===== config.mk =====
export PLATFORM = sky130hd
export DESIGN_NAME = sequence_reorder_dedup_buffer
export DESIGN_NICKNAME = d
export VERILOG_FILES = /design/src/srdb_pkg.sv /design/src/srdb_mem.sv /design/src/srdb_out.sv /design/src/sequence_reorder_dedup_buffer.sv
export SDC_FILE = /design/constraint.sdc
export NUM_CORES = 1
export LEC_CHECK = 0
export BUFFER_PORTS_ARGS = -buffer_cell sky130_fd_sc_hd__buf_4
export CORE_AREA = 5 5 250 301
export DETAILED_ROUTE_END_ITERATION = 10
export DIE_AREA = 0 0 255 306
export PLACE_DENSITY = 0.73
export SETUP_SLACK_MARGIN = 0.1
export SYNTH_ARGS = -nofsm -noshare
export SYNTH_HDL_FRONTEND = slang
export SYNTH_HIERARCHICAL = 1
export SYNTH_SLANG_ARGS = --single-unit

===== constraint.sdc =====
create_clock -name clock -period 10.9 [get_ports clock]
set_input_delay 0.545 -clock clock [delete_from_list [all_inputs] [get_ports clock]]
set_output_delay 0.545 -clock clock [all_outputs]
set_load 0.005 [all_outputs]

===== src/srdb_pkg.sv =====
// ----------------------------------------------------------------------------
// srdb_pkg: shared types and codes of the sequence reorder buffer
// Result codes and the result record passed between the control logic and
// the output register.
// ----------------------------------------------------------------------------
package srdb_pkg;

   localparam int KIND_W   = 2;
   localparam int SEQ_W    = 7;
   localparam int HANDLE_W = 8;

   localparam logic [KIND_W-1:0] KIND_DELIVERED = 2'd0;
   localparam logic [KIND_W-1:0] KIND_HELD      = 2'd1;
   localparam logic [KIND_W-1:0] KIND_DUP       = 2'd2;
   localparam logic [KIND_W-1:0] KIND_REJECT    = 2'd3;

   typedef struct packed {
      logic [KIND_W-1:0]   kind;
      logic [SEQ_W-1:0]    seq;
      logic [HANDLE_W-1:0] handle;
      logic                last;
   } result_type;

endpackage


===== src/srdb_mem.sv =====
// ----------------------------------------------------------------------------
// srdb_mem: pending table storage
// Simple dual-port synchronous RAM, one write and one registered read port.
// ----------------------------------------------------------------------------
module srdb_mem #(
   parameter int DEPTH = 100,
   parameter int WIDTH = 9,
   parameter int AW    = 7
) (
   input  logic             clock,
   input  logic             we,
   input  logic [AW-1:0]    waddr,
   input  logic [WIDTH-1:0] wdata,
   input  logic             re,
   input  logic [AW-1:0]    raddr,
   output logic [WIDTH-1:0] rdata
);

   logic [WIDTH-1:0] mem [DEPTH];
   logic [WIDTH-1:0] rdata_ff;

   always_ff @(posedge clock) begin
      if (we) begin
         mem[waddr] <= wdata;
      end
      if (re) begin
         rdata_ff <= mem[raddr];
      end
   end

   assign rdata = rdata_ff;

endmodule


===== src/srdb_out.sv =====
// ----------------------------------------------------------------------------
// srdb_out: response output register
// Holds one response until the consumer takes it.
// ----------------------------------------------------------------------------
module srdb_out (
   input  logic                                clock,
   input  logic                                reset,
   input  logic                                push,
   input  srdb_pkg::result_type                push_data,
   output logic                                out_free,
   input  logic                                rsp_ready,
   output logic                                rsp_valid,
   output logic [srdb_pkg::KIND_W-1:0]         rsp_kind,
   output logic [srdb_pkg::SEQ_W-1:0]          rsp_out_seq,
   output logic [srdb_pkg::HANDLE_W-1:0]       rsp_out_handle,
   output logic                                rsp_last
);

   logic                 valid_ff;
   logic                 valid_in;
   srdb_pkg::result_type data_ff;

   assign out_free = !valid_ff || rsp_ready;

   always_comb begin
      if (push) begin
         valid_in = 1'b1;
      end else if (rsp_ready) begin
         valid_in = 1'b0;
      end else begin
         valid_in = valid_ff;
      end
   end

   always_ff @(posedge clock) begin
      if (reset) begin
         valid_ff <= 1'b0;
      end else begin
         valid_ff <= valid_in;
      end
   end

   always_ff @(posedge clock) begin
      if (push) begin
         data_ff <= push_data;
      end
   end

   assign rsp_valid      = valid_ff;
   assign rsp_kind       = data_ff.kind;
   assign rsp_out_seq    = data_ff.seq;
   assign rsp_out_handle = data_ff.handle;
   assign rsp_last       = data_ff.last;

endmodule


===== src/sequence_reorder_dedup_buffer.sv =====
// ----------------------------------------------------------------------------
// sequence_reorder_dedup_buffer: packet reorder buffer with duplicate window
// Holds out-of-order packets in a pending table indexed by sequence id and
// releases them in strict order, dropping duplicates of pending or recently
// delivered ids.
// ----------------------------------------------------------------------------
// Each request is one arriving packet. It yields one or more responses: first
// a report (held, duplicate or rejected) unless the packet is exactly the next
// expected id, then the in-order deliveries it unblocks, at most MAX_RELEASE
// responses per request; rsp_last marks the final response of a request and a
// remaining backlog is released on the next request. All per-id state (pending
// flag and payload handle) lives in one synchronous RAM of SEQ_MODULUS words.
// After reset the block sweeps that RAM clean and holds req_ready low
// meanwhile. A request then passes accept, table lookup and close-out; the
// release walk reads one table entry per cycle through the single RAM read
// port, and back-pressure on the response channel stalls it. Only the most
// recent HISTORY_DEPTH delivered ids count as duplicates, tracked by a
// saturating count behind the last delivered id.
// ----------------------------------------------------------------------------
module sequence_reorder_dedup_buffer #(
   parameter int SEQ_MODULUS   = 100,
   parameter int HISTORY_DEPTH = 17,
   parameter int HANDLE_BITS   = 8,
   parameter int MAX_RELEASE   = 64
) (
   input  logic                                clock,
   input  logic                                reset,
   input  logic                                req_valid,
   output logic                                req_ready,
   input  logic                                req_has_id,
   input  logic [srdb_pkg::SEQ_W-1:0]          req_seq_id,
   input  logic [srdb_pkg::HANDLE_W-1:0]       req_payload_handle,
   output logic                                rsp_valid,
   input  logic                                rsp_ready,
   output logic [srdb_pkg::KIND_W-1:0]         rsp_kind,
   output logic [srdb_pkg::SEQ_W-1:0]          rsp_out_seq,
   output logic [srdb_pkg::HANDLE_W-1:0]       rsp_out_handle,
   output logic                                rsp_last
);

   // Table index, history count and budget widths.
   localparam int IW = $clog2(SEQ_MODULUS);
   localparam int CW = $clog2(HISTORY_DEPTH + 1);
   localparam int BW = $clog2(MAX_RELEASE + 1);
   localparam int DW = (IW + 1 > CW) ? IW + 1 : CW;
   // Only the handle bits that survive both the port width and HANDLE_BITS are kept.
   localparam int SW = (HANDLE_BITS < srdb_pkg::HANDLE_W) ? HANDLE_BITS : srdb_pkg::HANDLE_W;
   localparam int MW = SW + 1;

   localparam logic [2:0] ST_CLEAR  = 3'd0;
   localparam logic [2:0] ST_IDLE   = 3'd1;
   localparam logic [2:0] ST_LOOKUP = 3'd2;
   localparam logic [2:0] ST_CHK    = 3'd3;
   localparam logic [2:0] ST_FLUSH  = 3'd4;

   localparam logic [IW-1:0] LAST_ID = IW'(SEQ_MODULUS - 1);

   function automatic logic [IW-1:0] next_seq(input logic [IW-1:0] x);
      return (x == LAST_ID) ? '0 : x + 1'b1;
   endfunction

   // Control state.
   logic [2:0]    state_ff, state_in;
   logic [IW-1:0] clr_ff, clr_in;
   logic [IW-1:0] last_ff, last_in;
   logic [CW-1:0] cnt_ff, cnt_in;
   logic [BW-1:0] bud_ff, bud_in;

   // Latched request and staged response.
   logic                 has_ff;
   logic                 idok_ff, idok_in;
   logic [srdb_pkg::SEQ_W-1:0] id_ff;
   logic [IW-1:0]        idx_ff, idx_in;
   logic [SW-1:0]        hdl_ff;
   srdb_pkg::result_type stage_ff, stage_in;

   // Table port.
   logic          mem_we, mem_re;
   logic [IW-1:0] mem_waddr, mem_raddr;
   logic [MW-1:0] mem_wdata, mem_rdata;

   // Output register port.
   logic                 push, out_free;
   srdb_pkg::result_type push_data;

   // Helper views.
   logic [IW-1:0]                    expect_id;
   logic [IW:0]                      back_gap;
   logic                             hist_dup;
   logic                             accept;
   logic [IW+srdb_pkg::SEQ_W-1:0]    req_pad;
   logic [IW+srdb_pkg::SEQ_W-1:0]    seq_pad;
   logic [IW+srdb_pkg::SEQ_W-1:0]    nx_pad;
   logic [SW+srdb_pkg::HANDLE_W-1:0] hdl_pad;
   logic [SW+srdb_pkg::HANDLE_W-1:0] rd_pad;
   logic [srdb_pkg::SEQ_W-1:0]       idx_seq;
   logic [srdb_pkg::SEQ_W-1:0]       nx_seq;
   logic [srdb_pkg::HANDLE_W-1:0]    hdl_out;
   logic [srdb_pkg::HANDLE_W-1:0]    rd_hdl_out;
   logic                             rd_valid;

   assign req_ready = (state_ff == ST_IDLE);
   assign accept    = req_valid && req_ready;
   assign expect_id = next_seq(last_ff);
   assign rd_valid  = mem_rdata[SW];

   assign req_pad    = {{IW{1'b0}}, req_seq_id};
   assign idx_in     = req_pad[IW-1:0];
   assign idok_in    = req_has_id && (32'(req_seq_id) < 32'(SEQ_MODULUS));

   assign seq_pad    = {{srdb_pkg::SEQ_W{1'b0}}, idx_ff};
   assign idx_seq    = seq_pad[srdb_pkg::SEQ_W-1:0];
   assign hdl_pad    = {{srdb_pkg::HANDLE_W{1'b0}}, hdl_ff};
   assign hdl_out    = hdl_pad[srdb_pkg::HANDLE_W-1:0];
   assign rd_pad     = {{srdb_pkg::HANDLE_W{1'b0}}, mem_rdata[SW-1:0]};
   assign rd_hdl_out = rd_pad[srdb_pkg::HANDLE_W-1:0];

   // The id being delivered in the walk is the one after last_ff.
   assign nx_pad = {{srdb_pkg::SEQ_W{1'b0}}, expect_id};
   assign nx_seq = nx_pad[srdb_pkg::SEQ_W-1:0];

   // Distance back from the last delivered id, modulo the sequence space.
   always_comb begin
      if (last_ff >= idx_ff) begin
         back_gap = {1'b0, last_ff} - {1'b0, idx_ff};
      end else begin
         back_gap = {1'b0, last_ff} + (IW + 1)'(SEQ_MODULUS) - {1'b0, idx_ff};
      end
   end
   assign hist_dup = (DW'(back_gap) < DW'(cnt_ff));

   always_comb begin
      state_in  = state_ff;
      clr_in    = clr_ff;
      last_in   = last_ff;
      cnt_in    = cnt_ff;
      bud_in    = bud_ff;
      stage_in  = stage_ff;
      mem_we    = 1'b0;
      mem_waddr = idx_ff;
      mem_wdata = {1'b1, hdl_ff};
      mem_re    = 1'b0;
      mem_raddr = expect_id;
      push      = 1'b0;
      push_data = stage_ff;

      case (state_ff)
         ST_CLEAR: begin
            mem_we    = 1'b1;
            mem_waddr = clr_ff;
            mem_wdata = '0;
            clr_in    = clr_ff + 1'b1;
            if (clr_ff == LAST_ID) begin
               state_in = ST_IDLE;
            end
         end

         ST_IDLE: begin
            if (accept) begin
               mem_re    = idok_in;
               mem_raddr = idx_in;
               state_in  = ST_LOOKUP;
            end
         end

         ST_LOOKUP: begin
            bud_in = BW'(MAX_RELEASE - 1);
            if (idok_ff && !rd_valid && !hist_dup && idx_ff == expect_id) begin
               // The expected packet goes straight out as the first delivery.
               stage_in = '{kind: srdb_pkg::KIND_DELIVERED, seq: idx_seq,
                            handle: hdl_out, last: 1'b0};
               last_in  = idx_ff;
               if (32'(cnt_ff) < 32'(HISTORY_DEPTH)) begin
                  cnt_in = cnt_ff + 1'b1;
               end
               mem_raddr = next_seq(idx_ff);
            end else begin
               if (!has_ff) begin
                  stage_in = '{kind: srdb_pkg::KIND_REJECT, seq: '0,
                               handle: hdl_out, last: 1'b0};
               end else if (!idok_ff) begin
                  stage_in = '{kind: srdb_pkg::KIND_REJECT, seq: id_ff,
                               handle: hdl_out, last: 1'b0};
               end else if (rd_valid || hist_dup) begin
                  stage_in = '{kind: srdb_pkg::KIND_DUP, seq: id_ff,
                               handle: hdl_out, last: 1'b0};
               end else begin
                  stage_in = '{kind: srdb_pkg::KIND_HELD, seq: id_ff,
                               handle: hdl_out, last: 1'b0};
                  mem_we   = 1'b1;
               end
               mem_raddr = expect_id;
            end
            if (MAX_RELEASE == 1) begin
               state_in = ST_FLUSH;
            end else begin
               mem_re   = 1'b1;
               state_in = ST_CHK;
            end
         end

         ST_CHK: begin
            if (out_free) begin
               push = 1'b1;
               if (rd_valid) begin
                  push_data.last = 1'b0;
                  stage_in  = '{kind: srdb_pkg::KIND_DELIVERED, seq: nx_seq,
                                handle: rd_hdl_out, last: 1'b0};
                  mem_we    = 1'b1;
                  mem_waddr = expect_id;
                  mem_wdata = '0;
                  last_in   = expect_id;
                  if (32'(cnt_ff) < 32'(HISTORY_DEPTH)) begin
                     cnt_in = cnt_ff + 1'b1;
                  end
                  bud_in = bud_ff - 1'b1;
                  if (bud_ff == BW'(1)) begin
                     state_in = ST_FLUSH;
                  end else begin
                     mem_re    = 1'b1;
                     mem_raddr = next_seq(expect_id);
                  end
               end else begin
                  push_data.last = 1'b1;
                  state_in       = ST_IDLE;
               end
            end
         end

         ST_FLUSH: begin
            if (out_free) begin
               push           = 1'b1;
               push_data.last = 1'b1;
               state_in       = ST_IDLE;
            end
         end

         default: begin
            state_in = ST_CLEAR;
            clr_in   = '0;
         end
      endcase
   end

   always_ff @(posedge clock) begin
      if (reset) begin
         state_ff <= ST_CLEAR;
         clr_ff   <= '0;
         last_ff  <= LAST_ID;
         cnt_ff   <= '0;
         bud_ff   <= '0;
      end else begin
         state_ff <= state_in;
         clr_ff   <= clr_in;
         last_ff  <= last_in;
         cnt_ff   <= cnt_in;
         bud_ff   <= bud_in;
      end
   end

   always_ff @(posedge clock) begin
      stage_ff <= stage_in;
      if (accept) begin
         has_ff  <= req_has_id;
         idok_ff <= idok_in;
         id_ff   <= req_seq_id;
         idx_ff  <= idx_in;
         hdl_ff  <= req_payload_handle[SW-1:0];
      end
   end

   srdb_mem #(
      .DEPTH (SEQ_MODULUS),
      .WIDTH (MW),
      .AW    (IW)
   ) u_mem (
      .clock (clock),
      .we    (mem_we),
      .waddr (mem_waddr),
      .wdata (mem_wdata),
      .re    (mem_re),
      .raddr (mem_raddr),
      .rdata (mem_rdata)
   );

   srdb_out u_out (
      .clock          (clock),
      .reset          (reset),
      .push           (push),
      .push_data      (push_data),
      .out_free       (out_free),
      .rsp_ready      (rsp_ready),
      .rsp_valid      (rsp_valid),
      .rsp_kind       (rsp_kind),
      .rsp_out_seq    (rsp_out_seq),
      .rsp_out_handle (rsp_out_handle),
      .rsp_last       (rsp_last)
   );

`ifndef SYNTHESIS
   // A response is only moved into the output register when it has room.
   a_push_room: assert property (@(posedge clock) disable iff (reset)
      push |-> out_free)
      else $error("response pushed into a full output register");

   // The table is never read and written at the same entry in one cycle.
   a_no_rw_clash: assert property (@(posedge clock) disable iff (reset)
      (mem_we && mem_re) |-> (mem_waddr != mem_raddr))
      else $error("pending table read and write collide");

   // An accepted request always goes to the table lookup next.
   a_accept_lookup: assert property (@(posedge clock) disable iff (reset)
      accept |=> (state_ff == ST_LOOKUP))
      else $error("accepted request did not reach lookup");

   // The delivered history count never passes its window.
   a_hist_bound: assert property (@(posedge clock) disable iff (reset)
      32'(cnt_ff) <= 32'(HISTORY_DEPTH))
      else $error("history count beyond window");
`endif

endmodule


# Word level (Yosys, flattened, before mapping)
# Memory sizes are Yosys's and may differ from the RTL's. A register that Yosys moved wholly into a read port is not among the register bits.
# Cells that the tools add are included.
[op_classes] addsub=9 mul=0 n_div=0 magnitude_cmp=4 n_eq_ne=17 shift=0 n_mux=65 n_bitwise=0 reduce_logical=18
[ops] cell="18-bit 2-to-1 mux" count=6
[ops] cell="7-bit 2-to-1 mux" count=15
[ops] cell="7-bit case mux with 2 select lines" count=4
[ops] cell="18-bit case mux with 2 select lines" count=1
[ops] cell="7-bit by 1-bit adder with 7-bit output, second input constant" count=4
[ops] cell="7-bit equality test, second input constant" count=4
[ops] cell="7-bit case mux with 3 select lines" count=1
[ops] cell="5-bit 2-to-1 mux" count=4
[ops] cell="1-bit 2-to-1 mux" count=19
[ops] cell="3-bit 2-to-1 mux" count=6
[ops] cell="9-bit 2-to-1 mux" count=2
[ops] cell="9-bit case mux with 2 select lines" count=1
[ops] cell="3-bit case mux with 5 select lines" count=1
[ops] cell="5-bit case mux with 2 select lines" count=1
[ops] cell="7-bit by 7-bit adder with 8-bit output, second input constant" count=1
[ops] cell="8-bit by 5-bit less-than comparator with 1-bit output" count=1
[ops] cell="8-bit 2-to-1 mux" count=1
[ops] cell="2-bit != test, second input constant" count=4
[ops] cell="7-bit by 7-bit subtractor with 8-bit output" count=1
[ops] cell="8-bit by 7-bit subtractor with 8-bit output" count=1
[ops] cell="7-bit by 1-bit equality test with 1-bit output, second input constant" count=1
[ops] cell="7-bit equality test" count=1
[ops] cell="7-bit >= comparator" count=1
[ops] cell="7-bit less-than comparator, second input constant" count=1
[ops] cell="other kinds (20)" count=31
[word_totals] register_bits=83 latchBits=0 ram_bits=900 romBits=0 in_bits=20 n_memories=1
[mem_list] memory="u_mem.mem" depth=100 word_bits=9 read_ports=1 rd_ports_with_merged_regs=1 wr=1 line_no="srdb_mem.sv:19" source="logic [WIDTH-1:0] mem [DEPTH];"

# Longest topological paths before layout
[logic_depth] depth_word=12 ltp_mapped=27

# By module
# Netlist, hierarchy kept.
[modules_own_cells] module="srdb_mem" n_inst=1 cells_each=1516 area_per_inst_um2=35007.3 seq_area_each_um2=27296.2
[modules_own_cells] module="sequence_reorder_dedup_buffer" n_inst=1 cells_each=589 area_per_inst_um2=5071.1 seq_area_each_um2=1601.5
[modules_own_cells] module="srdb_out" n_inst=1 cells_each=22 area_per_inst_um2=586.8 seq_area_each_um2=560.5

# Worst setup path before layout
# Ideal clock, no wire load.
[synth_path] path_type="flip-flop to flip-flop" from="register last_ff[2]" to="register u_mem.rdata_ff[6], in the netlist u_mem/rdata[6], read port of u_mem.mem, data pin" setup_time_ns=0.259 arrival_time_ns=5.097 required_time_ns=10.641 slack_ns=5.544 path_stages_with_launch=25 n_path_buf=5 period_less_slack_ns=5.356 cell_sequence="dfxtp_1 > buf_2 > buf_2 > inv_1 > ha_1 > a21oi_1 > a21oi_1 > a211oi_4 > nor2_1 > a21oi_1 > ha_1 > o21ai_0 > a21oi_1 > a2111oi_2 > o211a_4 > a21o_4 > nor2_1 > a221o_1 > buf_2 > buf_6 > buf_4 > mux4_2 > mux4_2 > o22ai_1 > nor4_1"
[synth_between] elab_chain_len=9 word_cells_on_any_way=22 cone_classes="add/sub (5); order compare (2); eq/ne (3); mux (9); reduce/logical (3)"
[synth_lines] item="start: declaration" line_no="sequence_reorder_dedup_buffer.sv:65" source="logic [IW-1:0] last_ff, last_in;"
[synth_lines] item="start signal: assignment" line_no="sequence_reorder_dedup_buffer.sv:255" source="last_ff <= last_in;"
[synth_lines] item="7-bit by 7-bit adder with 8-bit output" line_no="sequence_reorder_dedup_buffer.sv:127" source="back_gap = {1'b0, last_ff} + (IW + 1)'(SEQ_MODULUS) - {1'b0, idx_ff};"
[synth_lines] item="8-bit by 7-bit subtractor with 8-bit output" line_no="sequence_reorder_dedup_buffer.sv:127"
[synth_lines] item="8-bit 2-to-1 mux" line_no="sequence_reorder_dedup_buffer.sv:124" source="if (last_ff >= idx_ff) begin"
[synth_lines] item="8-bit by 5-bit less-than comparator with 1-bit output" line_no="sequence_reorder_dedup_buffer.sv:130" source="assign hist_dup = (DW'(back_gap) < DW'(cnt_ff));"
[synth_lines] item="1-bit zero test" line_no="sequence_reorder_dedup_buffer.sv:168" source="if (idok_ff && !rd_valid && !hist_dup && idx_ff == expect_id) begin"
[synth_lines] item="1-bit logical AND (2 in series)" line_no="sequence_reorder_dedup_buffer.sv:168"
[synth_lines] item="7-bit 2-to-1 mux" line_no="sequence_reorder_dedup_buffer.sv:168"
[synth_lines] item="7-bit case mux with 3 select lines *" line_no="sequence_reorder_dedup_buffer.sv:147" source="case (state_ff)"
[synth_lines] item="named net mem_raddr[0]" line_no="sequence_reorder_dedup_buffer.sv:79" source="logic [IW-1:0] mem_waddr, mem_raddr;"
[synth_lines] item="end: declaration" line_no="srdb_mem.sv:20" source="logic [WIDTH-1:0] rdata_ff;"
# The timed path passes the listed nets; every way through them passes the cells marked *.
# A chain may end at the register's enable or synchronous reset.

# Final worst setup path
[layout_path] from="register last_ff[2]" to="register u_mem.rdata_ff[3], in the netlist u_mem/rdata[3], read port of u_mem.mem, data pin"
# Same word-level chain as after synthesis.

==> impl_metrics.py <==
metrics = {
    "run_status": {
        "status": "complete, no violations",
    },
    "synthesis": {
        "syn_nets": 2179,
        "avgSynthCellArea_um2": 19.1,
        "synth_cell_types": 93,
        "syn_inst": 2127,
        "synth_most_common_cell": "edfxtp_1",
        "synth_top_area_share_pct": 71.0,
        "synth_edf_count": 961,
        "synth_top_flop_cell": "edfxtp_1",
        "netlist.top_cell.by_area": "edfxtp_1",
        "ys_async_sr_fraction_pct": 0,
        "ys_warn_count": 6,
        "synth_seq_cells": 991,
        "seq_area_frac_synth_pct": 72.4,
        "synthTopCellsByArea": "edfxtp_1, mux4_2, nor2_1",
        "synth.top_cells.by_count": "edfxtp_1, mux4_2, nor2_1, nand2_1, a21oi_1",
        "synthesis.area_um2": 40700,
    },
    "global_routing": {
        "grt_max_degree": 101,
        "busiest_layer": "met2",
        "grt_util_met1_pct": 34.9,
        "grt.total_usage_pct": 25.6,
        "grt_use_met3_pct": 4.15,
        "grt-ovfl-total": 0,
        "grt_pass1_vias": 21229,
        "grt_use_met2_pct": 42.0,
        "grt_pass1_wl_um": 146000,
        "antenna_found_initial": 0,
    },
    "die": {
        "coreArea_um2": 71900,
        "initial_core_util_pct": 56.6,
        "die_h_um": 306,
        "io_pins": 40,
        "std_cell_rows": 108,
        "die-area_um2": 78000,
        "fp.dieW_um": 255,
    },
    "clocking": {
        "cts.path.max_buffers": 3,
        "numCtsBuffers": 94,
        "clkSlewWorstSetupHoldPaths_ns": 0.07,
        "ctsHoldBuffers": 0,
        "cts_tree": "done",
        "htreeDepth": 3,
        "clock_sinks": 991,
        "ctsResizeCount": 0,
        "cts-root-buf": "clkbuf_16",
        "insertion_delay_ns": 0.66,
        "post_cts_buffers": 0,
    },
    "critical_path": {
        "cp_max_fo": 57,
        "cp.required_ns": 11.30,
        "crit_type": "flop to flop",
        "reg2reg_depth": 20,
        "critical-path-top-delay-family": "compound AO/OA/AOI/OAI gates",
        "slowest_delay_ns": 0.89,
        "arrival_ns": 7.73,
        "critPathSlowestCell": "a221o_4",
        "endpoint_kind": "flop",
        "cp_num_buf_inv": 2,
        "r2r_end": "u_mem/rdata[3]",
        "reg2reg_from": "last_ff[2]",
        "crit_chain": "inv_1 -> ha_1 -> a21oi_1 -> a21oi_1 -> a211oi_4 -> nor2_1 -> a21oi_1 -> ha_1 -> o21ai_0 -> a21oi_1 -> a2111oi_2 -> o211a_4 -> a211oi_4 -> o21ai_1 -> a221o_4 -> buf_4 -> mux4_2 -> mux4_2 -> o22ai_1 -> nor4_1",
        "critPathLaunchType": "flop",
        "critPathMostFrequentCell": "a21oi_1",
        "regToRegSetupSlack_ns": 3.56,
    },
    "route": {
        "first_pass_iters": 6,
        "wl_um": 99100,
        "drtIter0Drc": 2699,
        "routedWlPerCell_um": 31.0,
        "drtAntennaViolNets": 0,
        "dr_total_vias": 21303,
        "via_per_inst": 6.66,
        "drc": 0,
    },
    "pwr": {
        "power.density_nw_per_um2": 245,
        "peakVddDrop_v": 0.000162,
        "leakagePower_uw": 0.0139,
    },
    "worst_hold_path": {
        "whs_endpoint": "has_ff",
        "holdPathStages": 1,
        "min-delay-path-class": "input pin to flop",
        "hp-start": "req_has_id",
    },
    "timing": {
        "post-route-period-util_pct": 67.3,
        "timing.final.ws_setup_ns": 3.56,
        "setup_violations": 0,
        "maxSlewViolCount": 0,
        "finClkSkew_ns": 0.0286,
        "finalCriticalPeriod_ns": 7.34,
        "rsz0062_at_grt": "false",
        "tns_ns": 0,
        "relSlewSlack_pct": 14.6,
        "worst_pin_slew_ns": 1.28,
        "hold_viol": 0,
        "max_freq_ghz": 0.136,
    },
    "placement": {
        "place_ws_ns": 3.51,
        "dp_hpwl_um": 61500,
        "portBuffers": 39,
        "gp_congestion": 0.941,
    },
    "layout": {
        "synthToLayoutAreaGrowth_pct": 10.3,
        "fillers": 4941,
        "layout.nets": 2239,
        "layout-drive-gt1-share_pct": 23.1,
    },
    "run": {
        "maxCapViolations": 0,
    },
}
-- cell families (layout without fill, tap and decap cells) --
logic type               Yosys count  in the layout  share of synthesized area [%]
adder cells (fa/ha/maj)           32             32                           1.08
flip-flops                       991            991                           72.4
buffers and inverters            150            282                           1.78
other                              0              3                              0
XOR/XNOR                          28             28                          0.622
AND/OR/NAND/NOR                  399            399                           4.61
AO/OA/AOI/OAI                    240            240                           4.34
multiplexers                     287            287                           15.1
-- final cells by class --
class                           instances  area, um2  share of cell area [%]
Timing Repair Buffer                   71        558                    1.24
Antenna cell                            3       7.51                  0.0167
Sequential cell                       991      29500                    65.7
Inverter                               43        161                   0.360
Clock buffer                          122       2510                    5.60
Tap cell                              935       1170                    2.61
Multi-Input combinational cell        986      10600                    23.6
Clock inverter                         46        380                   0.848
-- stage by stage --
stage	utilization, %	power [uW]	area (um2)	instances	hold WS [ns]
after floorplan	-	6800	40700	2127	0.400
final	62.4	11000	44800	3197	0.0754
after global routing	62.4	11300	44800	3194	0.0569
after global placement	58.3	7850	41900	3026	0.404
after CTS	62.4	11000	44800	3194	0.0361
after detailed placement	58.3	7910	41900	3026	0.405
-- registers in the layout (all words and copies together), names as in the netlist --
register	flops
u_out/rsp_valid	1
has_ff	1
clr_ff	7
u_out/rsp_out_seq	7
u_out/rsp_last	1
u_out/rsp_out_handle	8
idok_ff	1
hdl_ff	8
bud_ff	7
cnt_ff	5
u_mem/mem	900
state_ff	3
idx_ff	7
u_mem/rdata	9
push_data	17
last_ff	7
u_out/rsp_kind	2
-- worst max-delay path by stage --
| stage | startpoint | end | slack, ns | cells past startpoint |
|---|---|---|---|---|
| floorplan | last_ff[2] | u_mem/rdata[6] | 5.54 | 24 |
| global placement | last_ff[2] | u_mem/rdata[1] | 3.55 | 21 |
| detailed placement | last_ff[2] | u_mem/rdata[1] | 3.51 | 21 |
| CTS | last_ff[2] | u_mem/rdata[1] | 3.52 | 21 |
| global route | last_ff[2] | u_mem/rdata[3] | 2.94 | 21 |
| finish | last_ff[2] | u_mem/rdata[3] | 3.56 | 20 |
-- where the power goes --
part / switching, uW / leakage [uW] / internal (uW)
Sequential: 153 / 0.00908 / 4880
Clock: 1350 / 0.00140 / 1740
Combinational: 1920 / 0.00338 / 912
Total: 3430 / 0.0139 / 7530
-- layer usage --
metal | routed length [um] | share of wire, %
met1 | 36900 | 37
met2 | 49500 | 50
met3 | 8110 | 8.2
met4 | 4680 | 4.7
met5 | 0 | 0
-- worst reg2reg max path: cells and delay by family, from the launching register on --
family                   cells  cell delay (ns)
AO/OA/AOI/OAI               12             3.40
adder cells (fa/ha/maj)      2             0.69
AND/OR/NAND/NOR              2             0.20
multiplexers                 2             0.98
buffers and inverters        2             1.01
flip-flops                   1             0.80
-- cell usage in the layout, fill, tap and decap left out, types with 22 or more instances in the layout --
cell type	instances
a21oi_1	47
a22oi_1	29
buf_4	69
clkbuf_1	25
clkbuf_16	96
dfxtp_1	30
edfxtp_1	961
ha_1	27
inv_1	41
mux2i_1	23
mux4_2	261
nand2_1	83
nand3_1	25
nor2_1	164
o21ai_0	26
o22ai_1	22
No activity file was read; power rests on OpenSTA's default activity.
